**config.mk**
```make
export PLATFORM = sky130hd
export DESIGN_NAME = fpa_front
export DESIGN_NICKNAME = d
export VERILOG_FILES = /design/src/rtl/fpa_pkg.sv /design/src/rtl/fpa_front.sv
export SDC_FILE = /design/constraint.sdc
export NUM_CORES = 1
export LEC_CHECK = 0
export ABC_AREA = 1
export BUFFER_PORTS_ARGS = -buffer_cell sky130_fd_sc_hd__buf_2
export CAP_MARGIN = 25
export CORE_MARGIN = 1
export CORE_UTILIZATION = 40
export DETAILED_ROUTE_END_ITERATION = 8
export PLACE_DENSITY = 0.7
export SKIP_LAST_GASP = 1
export SYNTH_ARGS = -nofsm -noshare
export SYNTH_HDL_FRONTEND = slang
export SYNTH_SLANG_ARGS = --single-unit
```
**constraint.sdc**
```tcl
create_clock -name vclk -period 5.55
set_input_delay 1.11 -clock vclk [all_inputs]
set_output_delay 1.11 -clock vclk [all_outputs]
set_load 0.05 [all_outputs]
```
**src/rtl/fpa_pkg.sv**
```systemverilog
// ---------------------------------------------------------------------------
// fpa_pkg: shared types and constants for the fixed-point ALU
// Operation codes, payload structs and default parameters.
// ---------------------------------------------------------------------------
package fpa_pkg;

   localparam int FRAC_BITS_DEFAULT = 8;
   localparam int WORD_BITS_DEFAULT = 32;
   localparam int KIND_BITS = 4;

   typedef enum logic [KIND_BITS-1:0] {
      OP_ADD      = 4'd0,
      OP_SUB      = 4'd1,
      OP_MUL      = 4'd2,
      OP_DIV      = 4'd3,
      OP_CMP      = 4'd4,
      OP_MIN      = 4'd5,
      OP_MAX      = 4'd6,
      OP_INC      = 4'd7,
      OP_DEC      = 4'd8,
      OP_FROM_INT = 4'd9,
      OP_TO_INT   = 4'd10
   } op_type;

   typedef struct packed {
      logic [3:0]   kind;
      logic [31:0]  operand_a;
      logic [31:0]  operand_b;
   } req_type;

   typedef struct packed {
      logic [31:0]  result_value;
      logic         is_less;
      logic         is_equal;
      logic         is_greater;
      logic         divide_by_zero;
   } rsp_type;

   // per-item context that rides alongside the divider chain
   typedef struct packed {
      logic [3:0]   kind;
      logic         neg;
      logic         dz;
      logic         is_less;
      logic         is_equal;
      logic         is_greater;
      logic [31:0]  fast_value;
   } ctx_type;

endpackage

```
**src/rtl/fpa_front.sv**
```systemverilog
// ---------------------------------------------------------------------------
// fpa_front: operand decode and combinational operations
// Computes flags, the simple results, the product and divider operands.
// ---------------------------------------------------------------------------
module fpa_front #(
   parameter int FRAC_BITS = fpa_pkg::FRAC_BITS_DEFAULT,
   parameter int NUM_BITS  = 40
) (
   input  fpa_pkg::req_type     req_i,
   output fpa_pkg::ctx_type     ctx_o,
   output logic [NUM_BITS-1:0]  num_o,
   output logic [31:0]          den_o,
   output logic [31:0]          mag_a_o,
   output logic [31:0]          mag_b_o
);

   logic signed [31:0] a, b;
   logic [31:0]        r;
   logic               lt;

   always_comb begin
      a  = signed'(req_i.operand_a);
      b  = signed'(req_i.operand_b);
      lt = a < b;
      unique case (req_i.kind)
         fpa_pkg::OP_ADD:      r = a + b;
         fpa_pkg::OP_SUB:      r = a - b;
         fpa_pkg::OP_MIN:      r = lt ? a : b;
         fpa_pkg::OP_MAX:      r = (a > b) ? a : b;
         fpa_pkg::OP_INC:      r = a + 32'sd1;
         fpa_pkg::OP_DEC:      r = a - 32'sd1;
         fpa_pkg::OP_FROM_INT: r = a <<< FRAC_BITS;
         fpa_pkg::OP_TO_INT:   r = a >>> FRAC_BITS;
         default:              r = '0;
      endcase
      mag_a_o = a[31] ? 32'(-a) : a;
      mag_b_o = b[31] ? 32'(-b) : b;
      ctx_o.kind       = req_i.kind;
      ctx_o.neg        = a[31] ^ b[31];
      ctx_o.dz         = (req_i.kind == fpa_pkg::OP_DIV) && (b == 0);
      ctx_o.is_less    = lt;
      ctx_o.is_equal   = a == b;
      ctx_o.is_greater = a > b;
      ctx_o.fast_value = r;
      num_o = NUM_BITS'({mag_a_o, {FRAC_BITS{1'b0}}});
      den_o = mag_b_o;
   end

endmodule
```
# After elaboration in Yosys (flattened, before gate mapping)
# Index checks and enable logic that the tools add are counted.
# classes
addsub	6
order_cmp	2
eq_ne	9
n_mux	5
bitwise_logic	1
n_reduce_logical	3
# op_table
operator	n
one-hot mux 32 bit (8 select lines)	1
2-to-1 mux 32 bit	4
negator 32 bit	2
adder 32 x 2 -> 32 bit (second input constant)	1
adder 32 bit	1
equality test 32 bit	1
> comparator 32 bit	1
zero test 32 bit	1
< comparator 32 bit	1
subtractor 32 x 2 -> 32 bit (second input constant)	1
subtractor 32 bit	1
equality test 4 x 3 -> 1 bit (second input constant)	3
equality test 4 bit (second input constant)	3
equality test 4 x 1 -> 1 bit (second input constant)	1
equality test 4 x 2 -> 1 bit (second input constant)	1
zero test 4 bit	1
logical AND 1 bit	1
bitwise XOR 1 bit	1
# word_totals
ff_bits	0
input_bits	68

# Longest topological paths before layout
# Gate-level depths: netlist (run 1).
# depth
ltp_word	3
depth_mapped	25
ltp_nobuf	25

# Worst setup path before layout (run 1)
# No wires, ideal clock.
# synth_path
kind	input port to output port
start	input req_i[1] in the netlist's numbering
end	output ctx_o[29] in the netlist's numbering
arrival_time_ns	4.264
slack_ns	0.176
stages	24
path_buffers	0
path_cell_list	inv_1 ha_1 nand2_1 nor2_1 nand2_1 nor2_1 nand4_1 nor3_1 nand3_1 o21ai_0 nand2_1 nand2_1 nand2_1 ha_1 a21oi_1 o21ai_0 a21oi_1 nor2_1 nor2_1 nand2_1 nor2_1 nor2_1 nor2_1 nand3_1
# synth_rtl
element	line	rtl
start, declared	fpa_front.sv:9	input fpa_pkg::req_type req_i,
end, declared	fpa_front.sv:10	output fpa_pkg::ctx_type ctx_o,

==> out/metrics.yaml, run 1 <==
crit_buf_inv: 5
vias: 12412
hold_class: "input pin to output pin"
final_cells: 2202
finish.net_count: 2070
finalCritPeriodShare_pct: 98.1
core_um2: 20300
synth_area_um2: 8320
grt_pass1_wl_um: 66000
die_area_um2: 21400
regArea_um2: 0
drt_iter0_drc: 1522
synth-seq-area-share_pct: 0
p_leak_nw: 5.94
crit_family: "simple AND/OR/NAND/NOR gates"
initial_core_util_pct: 41.0
netlist_top_cells_count: "nand2_1, nor2_1, inv_1"
fin_util_pct: 55.8
synth_top_cell_area_share_pct: 17.8
hold_viol: 0
antenna_found_initial: 0
fp.dieW_um: 146
startpoint_type: "input pin"
route.detailed.drc: 0
firstDrtPassIters: 6
core.rowCount: 52
cp.required_ns: 4.44
wl_um: 46400
synth_top_cell_by_area: "nand2_1"
slew_headroom_pct: 54.7
wl_per_cell_um: 21.1
n_clock_buffer: 0
syn_area_per_cell_um2: 5.14
vias_per_cell: 5.64
min_path_cells: 2
cp_max_fo: 4
rsz0062_at_grt: "yes"
areaGrowthSynthToFinish_pct: 36.2
die_h_um: 146
grt.total_usage_pct: 41.3
setup_viol: 0
worstHoldEndpoint: "num_o[8]"
grt_max_degree: 46
gp_congestion: 1.03
cap_violations: 0
tightest_slew_ns: 0.678
crit_type: "input pin to output pin"
ys_types: 47
slew_violations: 0
min_from: "req_i[32]"
diodes: 0
endpoint_kind: "output pin"
grt_pass1_vias: 11054
fin_crit_ns: 5.45
ir_drop_mv: 0.0876
synth.most_common_cell: "nand2_1"
fmax_mhz: 184
grt_overflow: 0
placed_area_um2: 10400
dp.cells: 2184
ys_warn_count: 0
max_stage_delay_ns: 0.33
drive_gt1_share_pct: 29.8
ios: 245
cpMaxStageDelayCell: "ha_4"
power.density_nw_per_um2: 155
antenna_left: 0
synthCells: 1618
design_area_um2: 11300
worstPathArrival_ns: 4.34
io_buffers: 237
status: "finished clean"
whs_ns: 2.53
synth_area_leaders: "nand2_1, nor2_1, ha_1"
setup_tns_ns: 0
sequential_cell_total: 0
dpl.hpwl_um: 39600
-- layer usage --
layer | track usage [%] | wire (um) | vias to the layer above
met5 | 0 | 0 | -
met4 | 7.71 | 1170 | 0
met3 | 11.5 | 5970 | 83
met2 | 64.8 | 19900 | 777
met1 | 56.2 | 19400 | 5682
li1 | - | - | 5870
-- report_power, final --
group | internal [mW] | total [mW] | leakage [nW] | switching, mW
sequential | 0 | 0 | 0 | 0
clock | 0 | 0 | 0 | 0
combinational | 0.523 | 1.76 | 5.94 | 1.24
-- layout make-up --
type / count / area [um2]
multi-input combinational: 1316 / 7480
inverter: 197 / 759
tap: 270 / 338
fill: 2258 / 8960
timing repair buffer: 419 / 2760
-- cells in the final DEF (no fill, tap or decap), types with 50 or more instances in the layout --
cell / count
nand2_1: 371
buf_2: 214
nor2_1: 211
inv_1: 181
buf_4: 181
nand3_1: 120
o21ai_0: 104
a21oi_1: 87
ha_1: 57
xor2_1: 50
-- how the worst max path moves through the flow --
stage,endpoint,start,cells after the start
finish,ctx_o[18],req_i[1],28
global route,ctx_o[18],req_i[1],28
CTS,ctx_o[27],req_i[1],25
detailed placement,ctx_o[22],req_i[1],27
global placement,ctx_o[29],req_i[1],28
floorplan,ctx_o[29],req_i[1],24
-- timing repair --
action,CTS,global route
hold buffers,0,0
resized for setup,27,197
setup endpoints to repair,15,25
endpoints found under the hold margin,0,0
pin swaps,2,71
buffers inserted,1,17
-- metrics by stage --
| stage | power (mW) | setup slack, ns |
|---|---|---|
| after floorplan | 1.12 | 0.176 |
| after global placement | 1.60 | -0.182 |
| after detailed placement | 1.60 | -0.205 |
| after CTS | 1.62 | -0.0443 |
| after global routing | 1.85 | -0.0968 |
| final | 1.76 | 0.103 |
-- cell families (layout without fill, tap and decap cells) --
| logic type | after synthesis | in the layout | synth area share [%] |
|---|---|---|---|
| compound gates | 296 | 296 | 19.6 |
| xor+xnor | 66 | 66 | 6.94 |
| fa+ha+maj | 68 | 68 | 10.4 |
| buf+inv | 309 | 616 | 17.9 |
| other cells | 1 | 8 | 0.0450 |
| simple gates | 878 | 878 | 45.2 |
Power figures use the tool's default switching activity.
==> run 2: changes to the inputs <==
- ABC_AREA: 1 -> 0
- PLACE_DENSITY: 0.7 -> 0.72
==> out/metrics.yaml, run 2 <==
cap_violations: 0  # unchanged
finalCritPeriodShare_pct: 118  # +19 points
core_um2: 16800  # -17%
vias: 10220  # -18%
grt.total_usage_pct: 35.3  # -5.9 points
setup_tns_ns: -16.86  # -16.86 ns
grt_overflow: 0  # unchanged
layout_commonest_cell: "buf_4"
placed_area_um2: 10500  # +0.22%
drt_iter0_drc: 948  # -38%
die_h_um: 134  # -8.5%
regArea_um2: 0  # unchanged
synth_area_leaders: "xnor2_1, ha_1, buf_4"
netlist_top_cells_count: "xnor2_1, nand2_1, o21ai_0"
core.rowCount: 47  # -9.6%
endpoint_kind: "output pin"
setup_ws_ns: -0.977  # -1.08 ns
antenna_found_initial: 0  # unchanged
hold_class: "input pin to output pin"
ys_warn_count: 0  # unchanged
violations: "setup timing"
ir_drop_mv: 0.130  # +48%
wl_per_cell_um: 19.7  # -6.8%
fmax_mhz: 153  # -17%
fin_crit_ns: 6.53  # +1.08 ns
die_area_um2: 17900  # -16%
final_cells: 1722  # -22%
fp.dieW_um: 134  # -8.5%
n_clock_buffer: 0  # unchanged
antenna_left: 0  # unchanged
ctsHoldBuffers: 0  # unchanged
whs_ns: 2.68  # +0.147 ns
synth_top_cell_area_share_pct: 13.7  # -4.0 points
dp.cells: 1691  # -23%
power.density_nw_per_um2: 161  # +3.4%
ios: 245  # unchanged
hold_viol: 0  # unchanged
synthCells: 1039  # -36%
final_cell_mix: "buf_4, buf_2, xnor2_1"
ys_types: 67  # +43%
grt_pass1_wl_um: 50500  # -23%
worstPathArrival_ns: 5.42  # +1.08 ns
drive_gt1_share_pct: 49.5  # +20 points
cp.required_ns: 4.44  # about the same
rsz0062_at_grt: "yes"
design_area_um2: 11600  # +2.5%
wl_um: 33900  # -27%
status: "finished, violations left"
startpoint_type: "input pin"
finish.net_count: 1640  # -21%
syn_area_per_cell_um2: 6.69  # +30%
grt_max_degree: 33  # -28%
dpl.hpwl_um: 26600  # -33%
vias_per_cell: 5.93  # +5.3%
grt_pass1_vias: 9602  # -13%
areaGrowthSynthToFinish_pct: 67.0
synth_top_cell_by_area: "xnor2_1"
cp_max_fo: 4  # unchanged
slew_violations: 0  # unchanged
diodes: 0  # unchanged
synth_area_um2: 6960  # -16%
route.detailed.drc: 0  # unchanged
initial_core_util_pct: 41.5  # +0.49 points
firstDrtPassIters: 6  # unchanged
io_buffers: 237  # unchanged
fillCellCount: 1412  # -37%
setup_viol: 34  # +34
tightest_slew_ns: 0.820  # +0.142 ns
crit_type: "input pin to output pin"
slew_headroom_pct: 45.3  # -9.4 points
gp_congestion: 1.04  # +0.42%
synth-seq-area-share_pct: 0  # unchanged
fin_util_pct: 69.3  # +13 points
sequential_cell_total: 0  # unchanged
synth.most_common_cell: "xnor2_1"
p_leak_nw: 5.62  # -5.4%
## run 2: cell count changes in the layout (fill, tap and decap cells not counted), moves of 30 or more
cell / before / now
a21oi_1: 87 / 57
buf_4: 181 / 349
inv_1: 181 / 47
nand2_1: 371 / 87
nand3_1: 120 / 16
nor2_1: 211 / 46
o21ai_0: 104 / 65
xnor2_1: 13 / 95
## run 2: worst max-delay path, cell delays in order
cell	delay (ns)
buf_6	0.09
or3_4	0.38
or4_4	0.46
buf_6	0.14
buf_6	0.10
or3_4	0.41
nor2_1	0.18
nand2_1	0.10
nor2_1	0.14
xnor2_1	0.14
o21ai_0	0.16
ha_1	0.27
or4_4	0.50
a2111oi_4	0.23
nor2_2	0.08
xor2_1	0.15
a221o_1	0.29
a221o_2	0.32
buf_8	0.16
## run 2: layout make-up
class / count / area, um2 / area share, %
Inverter: 51 / 201 / 1.73
Multi-Input combinational cell: 867 / 7030 / 60.5
Tap cell: 220 / 275 / 2.37
Timing Repair Buffer: 584 / 4110 / 35.3
## run 2: through the flow
| step | setup WS (ns) | power [mW] |
|---|---|---|
| after floorplan | -0.849 | 1.18 |
| after global placement | -1.04 | 1.65 |
| after detailed placement | -1.09 | 1.66 |
| after CTS | -0.997 | 1.77 |
| after global routing | -1.09 | 1.95 |
| final | -0.977 | 1.87 |
## run 2: path summary, 6_finish.rpt
path,slack [ns],cells past startpoint,endpoint,startpoint
setup / recovery,-0.98,19,ctx_o[25],req_i[7]
hold / removal,2.68,3,ctx_o[37],req_i[64]
## run 2: power breakdown
| group | internal [mW] | switching, mW |
|---|---|---|
| clock | 0 | 0 |
| combinational | 0.693 | 1.17 |
| sequential | 0 | 0 |
| total | 0.693 | 1.17 |
## run 2: logic make-up (layout without fill, tap and decap cells)
group	after synthesis	in the layout	share of synthesized area, %
AO/OA/AOI/OAI	330	330	32.1
adder cells (fa/ha/maj)	68	68	12.4
buffers and inverters	179	635	14.0
multiplexers	6	6	0.863
AND/OR/NAND/NOR	319	319	23.5
XOR/XNOR	136	136	17.1
other	1	8	0.0539
## run 2: per-layer routing
layer	global-route usage [%]	vias up	wire length (um)
li1	-	4684	-
met1	43.9	4799	13200
met2	61.4	614	16000
met3	2.57	123	2820
met4	17.2	0	1830
met5	0	-	0
## run 2: timing repair
| action | CTS | global route |
|---|---|---|
| endpoints found under the setup margin | 53 | 50 |
| pin swaps | 58 | 46 |
| resized for setup | 161 | 78 |
| buffers inserted | 14 | 18 |
