$ cat src/rtl/fpa_pkg.sv
// ---------------------------------------------------------------------------
// fpa_pkg: shared types and constants for the fixed-point ALU
// Operation codes, payload structs and default parameters.
// ---------------------------------------------------------------------------
package fpa_pkg;

   localparam int FRAC_BITS_DEFAULT = 8;
   localparam int WORD_BITS_DEFAULT = 32;
   localparam int KIND_BITS = 4;

   typedef enum logic [KIND_BITS-1:0] {
      OP_ADD      = 4'd0,
      OP_SUB      = 4'd1,
      OP_MUL      = 4'd2,
      OP_DIV      = 4'd3,
      OP_CMP      = 4'd4,
      OP_MIN      = 4'd5,
      OP_MAX      = 4'd6,
      OP_INC      = 4'd7,
      OP_DEC      = 4'd8,
      OP_FROM_INT = 4'd9,
      OP_TO_INT   = 4'd10
   } op_type;

   typedef struct packed {
      logic [3:0]   kind;
      logic [31:0]  operand_a;
      logic [31:0]  operand_b;
   } req_type;

   typedef struct packed {
      logic [31:0]  result_value;
      logic         is_less;
      logic         is_equal;
      logic         is_greater;
      logic         divide_by_zero;
   } rsp_type;

   // per-item context that rides alongside the divider chain
   typedef struct packed {
      logic [3:0]   kind;
      logic         neg;
      logic         dz;
      logic         is_less;
      logic         is_equal;
      logic         is_greater;
      logic [31:0]  fast_value;
   } ctx_type;

endpackage

$ cat src/rtl/fpa_div_cell.sv
// ---------------------------------------------------------------------------
// fpa_div_cell: one stage of the restoring divider chain
// Shifts one dividend bit into the remainder, subtracts the divisor when
// it fits, and hands the partial state on to the next cell.
// ---------------------------------------------------------------------------
module fpa_div_cell #(
   parameter int NUM_BITS = 40,
   parameter int DEN_BITS = 32
) (
   input  logic                 clock,
   input  logic                 reset,
   input  logic                 valid_i,
   input  logic                 stall_i,
   input  logic [NUM_BITS-1:0]  num_i,
   input  logic [DEN_BITS-1:0]  den_i,
   input  logic [DEN_BITS-1:0]  rem_i,
   input  fpa_pkg::ctx_type     ctx_i,
   output logic                 valid_o,
   output logic [NUM_BITS-1:0]  num_o,
   output logic [DEN_BITS-1:0]  den_o,
   output logic [DEN_BITS-1:0]  rem_o,
   output fpa_pkg::ctx_type     ctx_o
);

   logic                 valid_ff;
   logic [NUM_BITS-1:0]  num_ff, num_in;
   logic [DEN_BITS-1:0]  den_ff;
   logic [DEN_BITS-1:0]  rem_ff, rem_in;
   fpa_pkg::ctx_type     ctx_ff;
   logic [DEN_BITS:0]    trial;
   logic [DEN_BITS:0]    diff;

   // num holds the remaining dividend bits in its top and the quotient in
   // its bottom; each cell moves one bit across
   always_comb begin
      trial  = {rem_i, num_i[NUM_BITS-1]};
      diff   = trial - {1'b0, den_i};
      num_in = {num_i[NUM_BITS-2:0], ~diff[DEN_BITS]};
      rem_in = diff[DEN_BITS] ? trial[DEN_BITS-1:0] : diff[DEN_BITS-1:0];
   end

   always_ff @(posedge clock) begin
      if (reset) begin
         valid_ff <= 1'b0;
      end else if (!stall_i) begin
         valid_ff <= valid_i;
      end
      if (!stall_i) begin
         num_ff <= num_in;
         den_ff <= den_i;
         rem_ff <= rem_in;
         ctx_ff <= ctx_i;
      end
   end

   assign valid_o = valid_ff;
   assign num_o   = num_ff;
   assign den_o   = den_ff;
   assign rem_o   = rem_ff;
   assign ctx_o   = ctx_ff;

endmodule

$ cat config.mk
export PLATFORM = sky130hd
export DESIGN_NAME = fpa_div_cell
export DESIGN_NICKNAME = d
export VERILOG_FILES = /design/src/rtl/fpa_pkg.sv /design/src/rtl/fpa_div_cell.sv
export SDC_FILE = /design/constraint.sdc
export NUM_CORES = 1
export LEC_CHECK = 0
export ABC_AREA = 1
export BUFFER_PORTS_ARGS = -buffer_cell sky130_fd_sc_hd__buf_2
export CAP_MARGIN = 20
export CORE_MARGIN = 10
export CORE_UTILIZATION = 53
export DETAILED_ROUTE_END_ITERATION = 8
export GPL_ROUTABILITY_DRIVEN = 0
export PLACE_DENSITY = 0.86
export SYNTH_ARGS = -nofsm -noshare
export SYNTH_HDL_FRONTEND = slang
export SYNTH_SLANG_ARGS = --single-unit
$ cat constraint.sdc
create_clock -name clock -period 6.8 [get_ports clock]
set_input_delay 0.68 -clock clock [delete_from_list [all_inputs] [get_ports clock]]
set_output_delay 0.68 -clock clock [all_outputs]
set_load 0.02 [all_outputs]
# After elaboration in Yosys (flattened, before gate mapping)
# Index checks and enable logic that the tools add are counted.
# word_totals
elab_cells	14
in_bits	149
ff_bits	146
out_inout_bits	146
# classes
mux	1
bitwise	1
addsub	1
# op_table
cell	count
subtractor 33 x 32 -> 33 bit	1
2-to-1 mux 32 bit	1
inverter 1 bit	1

# Longest topological paths before layout
# Gate-level depths: netlist (run 1).
# depth
ltp_word	2
depth_mapped	17
mapped_depth_nobuf	16

# Least setup slack after synthesis (run 1)
# No wires, ideal clock.
# synth_timing
kind	in2reg
from	input port stall_i
to	register ctx_ff (netlist bit ctx_o[0]) (enable)
arrival_time_ns	3.492
setup_ns	0.498
path_stages	1
n_path_buf	0
path_slack_ns	2.811
required_time_ns	6.302
cell_sequence	inv_1
# synth_rtl
element	line	source
start: declaration	fpa_div_cell.sv:13	input logic stall_i,
end signal: assignment	fpa_div_cell.sv:52	ctx_ff <= ctx_i;
end: declaration	fpa_div_cell.sv:29	fpa_pkg::ctx_type ctx_ff;
# No word-level cell between the ends.

# Worst setup path in the final report (run 1)
# layout_timing
from	input port num_i[39]
to	register rem_ff[10], in the netlist rem_o[10], data pin
# layout_via
elab_chain_cells	2
# layout_rtl
element	line	source
start: declaration	fpa_div_cell.sv:14	input logic [NUM_BITS-1:0] num_i,
subtractor 33 x 32 -> 33 bit	fpa_div_cell.sv:37	diff = trial - {1'b0, den_i};
2-to-1 mux 32 bit	fpa_div_cell.sv:39	rem_in = diff[DEN_BITS] ? trial[DEN_BITS-1:0] : diff[DEN_BITS-1:0];
net rem_in[10]	fpa_div_cell.sv:28	logic [DEN_BITS-1:0] rem_ff, rem_in;
end signal: assignment	fpa_div_cell.sv:51	rem_ff <= rem_in;
end: declaration	fpa_div_cell.sv:28	
# The timed path passes the listed nets, and every way through them passes these cells.
# A chain may end at the register's enable or synchronous reset.

==> results of run 1 <==
## report_power, final
| part | leakage, nW | switching (mW) | internal (mW) |
|---|---|---|---|
| sequential | 1.43 | 0.0199 | 1.09 |
| combinational | 3.49 | 0.387 | 0.183 |
| clock | 0.250 | 0.385 | 0.475 |
## routing by layer
metal,up-vias,global-route usage (%),share of wire [%]
li1,3252,-,-
met5,-,0,0.043
met3,41,6.90,8.7
met1,3049,23.7,36
met4,2,6.30,1.9
met2,289,42.3,53
## synth_stat cells
library cell / n / share of area [%]
buf_12: 1 / 0.26
nor3_1: 6 / 0.39
nand2_4: 4 / 0.59
clkinv_1: 1 / 0.049
fa_1: 1 / 0.26
a21oi_1: 24 / 1.6
and2_1: 4 / 0.33
or2_2: 1 / 0.082
nand2_1: 317 / 16
nand4_1: 8 / 0.65
a21oi_4: 1 / 0.21
nand3_2: 1 / 0.13
nor2_2: 1 / 0.082
nand2_8: 1 / 0.26
and3_1: 1 / 0.082
nor2_1: 38 / 1.9
buf_6: 4 / 0.59
a21oi_2: 1 / 0.11
buf_8: 1 / 0.20
o21bai_1: 7 / 0.69
inv_2: 5 / 0.24
nand3b_1: 2 / 0.20
dfxtp_1: 1 / 0.26
ha_1: 32 / 5.2
or2_1: 1 / 0.082
inv_1: 154 / 7.5
nand2_2: 25 / 2.0
xor2_1: 14 / 1.6
edfxtp_1: 145 / 57
nand3_1: 30 / 2.0
xnor2_1: 1 / 0.11
## critical path: stages
cell	delay, ps
buf_2	90
inv_1	40
ha_1	220
fa_1	420
inv_1	120
nand2_1	60
nand2_1	80
nand3_1	80
nand2_2	120
nand2_2	60
nand2_2	90
nand2_4	70
nand3_1	110
nand2_4	230
nand2_1	140
nand2_1	60
## cell families (layout without fill, tap and decap cells)
group,Yosys count,count (layout),share of synthesized area [%]
compound gates,33,33,2.58
other cells,0,1,0
buf+inv,166,486,8.88
simple gates,440,440,24.3
flops,146,146,57.1
fa+ha+maj,33,33,5.49
xor+xnor,15,15,1.71
## registers in the layout, indices dropped and copies added (netlist names)
signal and cells:
valid_o 1, num_o 40, rem_o 32, ctx_o 41, den_o 32
## final cells by class
class / instances / area (µm²)
fill: 1068 / 4200
clock inverter: 14 / 120
inverter: 160 / 606
timing repair buffer: 295 / 1480
sequential: 146 / 4370
tap: 180 / 225
clock buffer: 17 / 425
antenna: 1 / 2.50
multi-input combinational: 521 / 2610
## how the worst max path moves through the flow
stage	start	endpoint	slack (ps)	cells past startpoint
floorplan	stall_i	ctx_o[0]	2810	1
global placement	num_i[39]	rem_o[18]	3990	16
detailed placement	num_i[39]	rem_o[10]	3850	16
CTS	num_i[39]	rem_o[10]	4270	16
global route	num_i[39]	rem_o[15]	4060	16
finish	num_i[39]	rem_o[10]	4290	16
==> results_dict.tcl, run 1 <==
set metrics [dict create \
    status "finished, final reports clean" \
    grt_use_total_pct 22.6 \
    post_cts_buffers 0 \
    drive_gt1_share_pct 31.8 \
    crit_path_end_kind "flop" \
    p_leak_nw 5.17 \
    crit_fanout 32 \
    vias 6633 \
    power_density_nw_per_um2 258 \
    dp_hpwl_um 18800 \
    pre_cts_ws_ps 3850 \
    hp-start "reset" \
    start_kind "input pin" \
    worstHoldPathCells 2 \
    ys_seq_area_share_pct 57.1 \
    power.total_mw 2.54 \
    ir_worst_vdd_mv 0.155 \
    area_delta_synth_final_pct 28.4 \
    syn_inst 833 \
    cts_buffers 17 \
    wl_um 23200 \
    crit_arrival_ps 2680 \
    final_cell_mix "nand2_1 (317), buf_2 (294), inv_1 (153), edfxtp_1 (145), nor2_1 (38)" \
    cap_violations 0 \
    die_y_um 140 \
    whs_endpoint "valid_o" \
    cts_sinks 146 \
    synth_seq_cells 146 \
    rsz0062_at_grt "no" \
    syn_avg_cell_area_um2 9.20 \
    final_common_cell "nand2_1" \
    placed_cells 1302 \
    fin_nets 1323 \
    die_x_um 140 \
    final-hold-violation-count 0 \
    crit_type "in2reg" \
    worst_pin_slew_ps 901 \
    worst-r2r-setup-slack_ps 6200 \
    fin_ws_ps 4290 \
    relSlewSlack_pct 39.9 \
    grt_max_degree 75 \
    grt_pass1_wl_um 35100 \
    clk_pin_slew_ps 60 \
    wl_per_cell_um 17.4 \
    gr-total-overflow 0 \
    numPortBuffers 294 \
    fin_crit_sh_pct 36.9 \
    setup_violations 0 \
    die_area_um2 19700 \
    final_core_util_pct 70.1 \
    grt_pass1_vias 6653 \
    clock_skew_ps 0 \
    drt-pass1-iter-count 6 \
    worst_ep_required_time_ps 6970 \
    synth-warning-count 0 \
    start_util_pct 54.6 \
    cts-root-buf "clkbuf_16" \
    finalMaxSlewViolations 0 \
    antenna_found_initial 1 \
    synth_nets 1015 \
    rows 43 \
    worstSkewPairLatency_ps 420 \
    post_cts_resized 0 \
    vias_per_cell 4.97 \
    ys_types 31 \
    ff2ff_path_depth 2 \
    io_pins 295 \
    fmax_mhz 399 \
    drtAntennaViolNets 0 \
    ctsHoldBuffers 0 \
    drc_errors 0 \
    r2r-start "valid_o" \
    cts_buffer_depth 2 \
    dr.first_iter.drc_count 450 \
    r2r-end "valid_o" \
    worstHoldPathType "in2reg" \
    hold_ws_ps 409 \
    design_area_um2 9840 \
    synth_area_um2 7660 \
    cts_htree_levels 4 \
    core_area_um2 14000 \
    cts_tree "built" \
    layout_min_cycle_time_ps 2510 \
    placed_area_um2 9290 \
    fin_cells 1334 \
    setup_tns_ps 0 \
]
Power figures use the tool's default switching activity.
==> run 2: changes to the inputs <==
- CORE_UTILIZATION: 53 -> 45
- PLACE_DENSITY: 0.86 -> 0.77
- clock period: 6.8 -> 2.2 ns (I/O delays scaled with it)
==> results_dict.tcl, run 2 (synthesized netlist as in run 1, its figures left out) <==
set metrics [dict create \
    status "finished, final reports clean" \
    met3_length_um 2420 \
    multi_input_area_um2 2720 \
    crit_path_end_kind "flop" \
    vias_per_cell 4.78 \
    crit_arrival_ps 2290 \
    drtAntennaViolNets 0 \
    gr-total-overflow 0 \
    cts_buffers 17 \
    power_density_nw_per_um2 726 \
    setup_violations 0 \
    crit_chain "dlygate4sd3_1 > buf_2 > inv_1 > ha_1 > nand2_2 > nor2_1 > nand2_1 > inv_1 > a21oi_4 > buf_4 > nand3_4 > nand2_8 > nand2_1 > nand2_1" \
    relSlewSlack_pct 74.4 \
    vias 7334 \
    worstSkewPairLatency_ps 420 \
    topRoutingLayerUsed "met4" \
    area_delta_synth_final_pct 50.1 \
    worstHoldPathType "in2reg" \
    layout.area.seq_um2 4370 \
    crit_type "in2reg" \
    power.total_mw 8.35 \
    cts_sinks 146 \
    start_kind "input pin" \
    ff2ff_path_depth 2 \
    grt_max_degree 70 \
    pre_cts_ws_ps -178 \
    fillCellCount 1289 \
    placed_cells 1387 \
    cts-root-buf "clkbuf_16" \
    clk_pin_slew_ps 60 \
    largest_reg_flops 41 \
    drc_errors 0 \
    die_y_um 151 \
    fin_cells 1535 \
    worst_ep_required_time_ps 2370 \
    core_area_um2 16600 \
    cts_buffer_depth 2 \
    numPortBuffers 294 \
    finalMaxSlewViolations 0 \
    antenna_found_initial 1 \
    dp_hpwl_um 19200 \
    ir_worst_vdd_mv 0.533 \
    drt-pass1-iter-count 5 \
    drive_gt1_share_pct 32.0 \
    die_x_um 151 \
    grt_use_total_pct 22.3 \
    final-hold-violation-count 0 \
    p_leak_nw 5.91 \
    worstHoldPathCells 1 \
    cts_tree "built" \
    dr.first_iter.drc_count 498 \
    layout_min_cycle_time_ps 2120 \
    rows 47 \
    rsz0062_at_grt "yes" \
    final_common_cell "nand2_1" \
    grt_pass1_vias 7112 \
    cap_violations 0 \
    worst_pin_slew_ps 384 \
    met2_length_um 13800 \
    final_cell_mix "nand2_1 (315), buf_2 (294), inv_1 (153), edfxtp_1 (145), dlygate4sd3_1 (111)" \
    fmax_mhz 471 \
    critPathMaxStageDelay_ps 510 \
    crit_fanout 17 \
    critPathSlowestCell "dlygate4sd3_1" \
    fin_crit_sh_pct 96.5 \
    grt_pass1_wl_um 39100 \
    clock_skew_ps 0 \
    io_pins 295 \
    worst_path_most_repeated_cell "nand2_1" \
    wl_per_cell_um 17.4 \
    drt-met1-wl_um 9880 \
    fin_nets 1483 \
    cts_htree_levels 4 \
    start_util_pct 46.0 \
    die_area_um2 22700 \
    fin_ws_ps 76.0 \
    wl_um 26800 \
]
## run 2: per-stage QoR
step                      hold WS (ps)  instance area (µm²)  utilization (%)  TNS (ps)
after CTS                         1.92                11400             68.4         0
after floorplan                    289                 7670                -    -75010
after global routing              9.24                11500             69.1      -450
final                             21.7                11500             69.1         0
after detailed placement           387                 9700             58.3     -5130
after global placement             379                 9700             58.3     -2410
## run 2: path summary, 6_finish.rpt
check                  from         to  slack [ps]
setup / recovery  den_i[28]  rem_o[14]          80
hold / removal    den_i[14]  den_o[14]          20
setup reg to reg    valid_o    valid_o        1610
hold reg to reg     valid_o    valid_o         480
## run 2: critical path: cells and delay by family
family	cells	cell delay [ps]
AOI/OAI and AO/OA	1	80
and+or+nand+nor	7	770
adders and majority gates	1	300
buffers and inverters	5	920
## run 2: final cells by class
class | instances | area share, %
clock inverters | 14 | 1.22
multi-input cells | 524 | 23.6
well taps | 220 | 2.39
repair buffers | 452 | 25.7
clock buffers | 18 | 3.73
inverters | 160 | 5.25
flip-flops and latches | 146 | 38.0
diodes | 1 | 0.0218
## run 2: metal layers
layer / global-route usage (%) / up-vias
met5: 0 / -
met4: 7.09 / 0
met3: 6.81 / 42
met2: 40.3 / 334
met1: 24.5 / 3382
li1: - / 3576
## run 2: repair_timing
action	4_1_cts	5_1_grt
hold buffers	111	0
buffers inserted	0	1
endpoints found under the setup margin	0	32
gates resized for setup	0	11
hold endpoints to repair	111	0
## run 2: where the power goes
part,switching [mW],total [mW],internal [mW],leakage (nW)
sequential,0.0680,3.44,3.37,1.43
combinational,1.31,2.12,0.805,4.21
clock,1.29,2.79,1.51,0.274
==> run 3: changes to the inputs <==
- CORE_UTILIZATION: 45 -> 53
- PLACE_DENSITY: 0.77 -> 0.86
- SETUP_SLACK_MARGIN: unset -> 0.05
- SKIP_CTS_REPAIR_TIMING: unset -> 1
- clock period: 2.2 -> 2.6 ns (I/O delays scaled with it)
==> results_dict.tcl, run 3 (synthesized netlist as in run 1, its figures left out) <==
set metrics [dict create \
    fin_nets 1360 \
    cts_buffers 17 \
    vias 6891 \
    drt-pass1-iter-count 5 \
    rows 43 \
    clk_pin_slew_ps 70 \
    grt_use_total_pct 23.5 \
    worstSkewPairLatency_ps 430 \
    die_x_um 140 \
    crit_fanout 32 \
    crit_type "in2reg" \
    final_cell_mix "nand2_1 (317), buf_2 (294), inv_1 (153), edfxtp_1 (145), nor2_1 (38)" \
    drive_gt1_share_pct 31.0 \
    area_delta_synth_final_pct 33.9 \
    grt_pass1_vias 6712 \
    clock_skew_ps 0 \
    final-hold-violation-count 0 \
    cts_sinks 146 \
    fin_crit_sh_pct 78.9 \
    crit_arrival_ps 2230 \
    final_common_cell "nand2_1" \
    core_area_um2 14000 \
    placed_area_um2 9330 \
    dp_hpwl_um 19300 \
    placed_cells 1304 \
    worst_ep_required_time_ps 2780 \
    start_kind "input pin" \
    vias_per_cell 5.02 \
    drtAntennaViolNets 0 \
    cap_violations 0 \
    design_area_um2 10300 \
    worst_path_most_repeated_cell "nand2_1" \
    layout_min_cycle_time_ps 2050 \
    status "finished, final reports clean" \
    cts_tree "built" \
    cts_htree_levels 4 \
    dr.first_iter.drc_count 649 \
    fmax_mhz 488 \
    worst_pin_slew_ps 657 \
    numPortBuffers 294 \
    grt_max_degree 48 \
    cts-root-buf "clkbuf_16" \
    power_density_nw_per_um2 668 \
    critPathMaxStageDelay_ps 400 \
    drc_errors 0 \
    crit_chain "buf_2 > inv_1 > ha_1 > fa_1 > inv_1 > nand2_1 > nand2_1 > nand3_1 > nand2_2 > nand2_2 > nand2_2 > nand2_4 > nand3_1 > nand2_4 > nand2_1 > nand2_1" \
    start_util_pct 54.6 \
    cts_buffer_depth 2 \
    antenna_found_initial 2 \
    die_area_um2 19700 \
    worstHoldPathType "in2reg" \
    gr-total-overflow 0 \
    setup_tns_ps 0 \
    largest_reg_flops 41 \
    p_leak_nw 5.36 \
    rsz0062_at_grt "no" \
    finalMaxSlewViolations 0 \
    path_buf_inv 3 \
    critPathSlowestCell "fa_1" \
    crit_path_end_kind "flop" \
    relSlewSlack_pct 56.1 \
    wl_um 25100 \
    die_y_um 140 \
    grt_pass1_wl_um 36600 \
    io_pins 295 \
    wl_per_cell_um 18.3 \
    setup_violations 0 \
    ir_worst_vdd_mv 0.400 \
    fin_cells 1372 \
    cp_top_family "simple AND/OR/NAND/NOR gates" \
]
## run 3: cell count changes in the layout (fill, tap and decap cells not counted), moves of 2 or more
| cell | delta |
|---|---|
| dlygate4sd3_1 | -76 |
| buf_4 | -44 |
| clkinv_4 | +4 |
| inv_8 | -4 |
| nand2_8 | -4 |
| nand2_1 | +2 |
## run 3: final timing paths
check,startpoint,to,slack [ps],depth (start not counted)
max,num_i[39],rem_o[25],550,16
min,num_i[7],num_o[8],3,1
max reg2reg,valid_o,valid_o,2030,2
min reg2reg,valid_o,valid_o,470,2
## run 3: metal layers
metal	GRT usage [%]	routed length, µm
met5	0	8
met4	7.72	619
met3	6.46	2200
met2	43.3	13400
met1	25.4	8810
## run 3: area by class of cell
class,count,area [µm²]
sequential,146,4370
inverter,160,604
tap,180,225
timing repair buffer,332,1870
multi-input combinational,521,2610
clock inverter,15,153
antenna,1,2.50
fill,1011,3780
clock buffer,17,425
## run 3: per-stage QoR
| stage | total power, mW | hold WS [ps] | util [%] | worst slack [ps] |
|---|---|---|---|---|
| after CTS | 6.81 | -31.0 | 70.6 | 527 |
| final | 6.85 | 2.55 | 73.1 | 549 |
| after global routing | 7.14 | -7.66 | 73.1 | 306 |
| after floorplan | 3.94 | 329 | - | -156 |
| after detailed placement | 4.46 | 424 | 66.5 | 88.6 |
| after global placement | 4.41 | 418 | 66.5 | 212 |
## run 3: worst reg2reg max path, cell delays in order, from the launching register on
cell and delay, ps:
dfxtp_1 320, nand2_1 60, a21oi_1 130
## run 3: report_power, final
| part | switching, mW | internal [mW] |
|---|---|---|
| combinational | 1.04 | 0.520 |
| sequential | 0.0589 | 2.85 |
| clock | 1.04 | 1.34 |
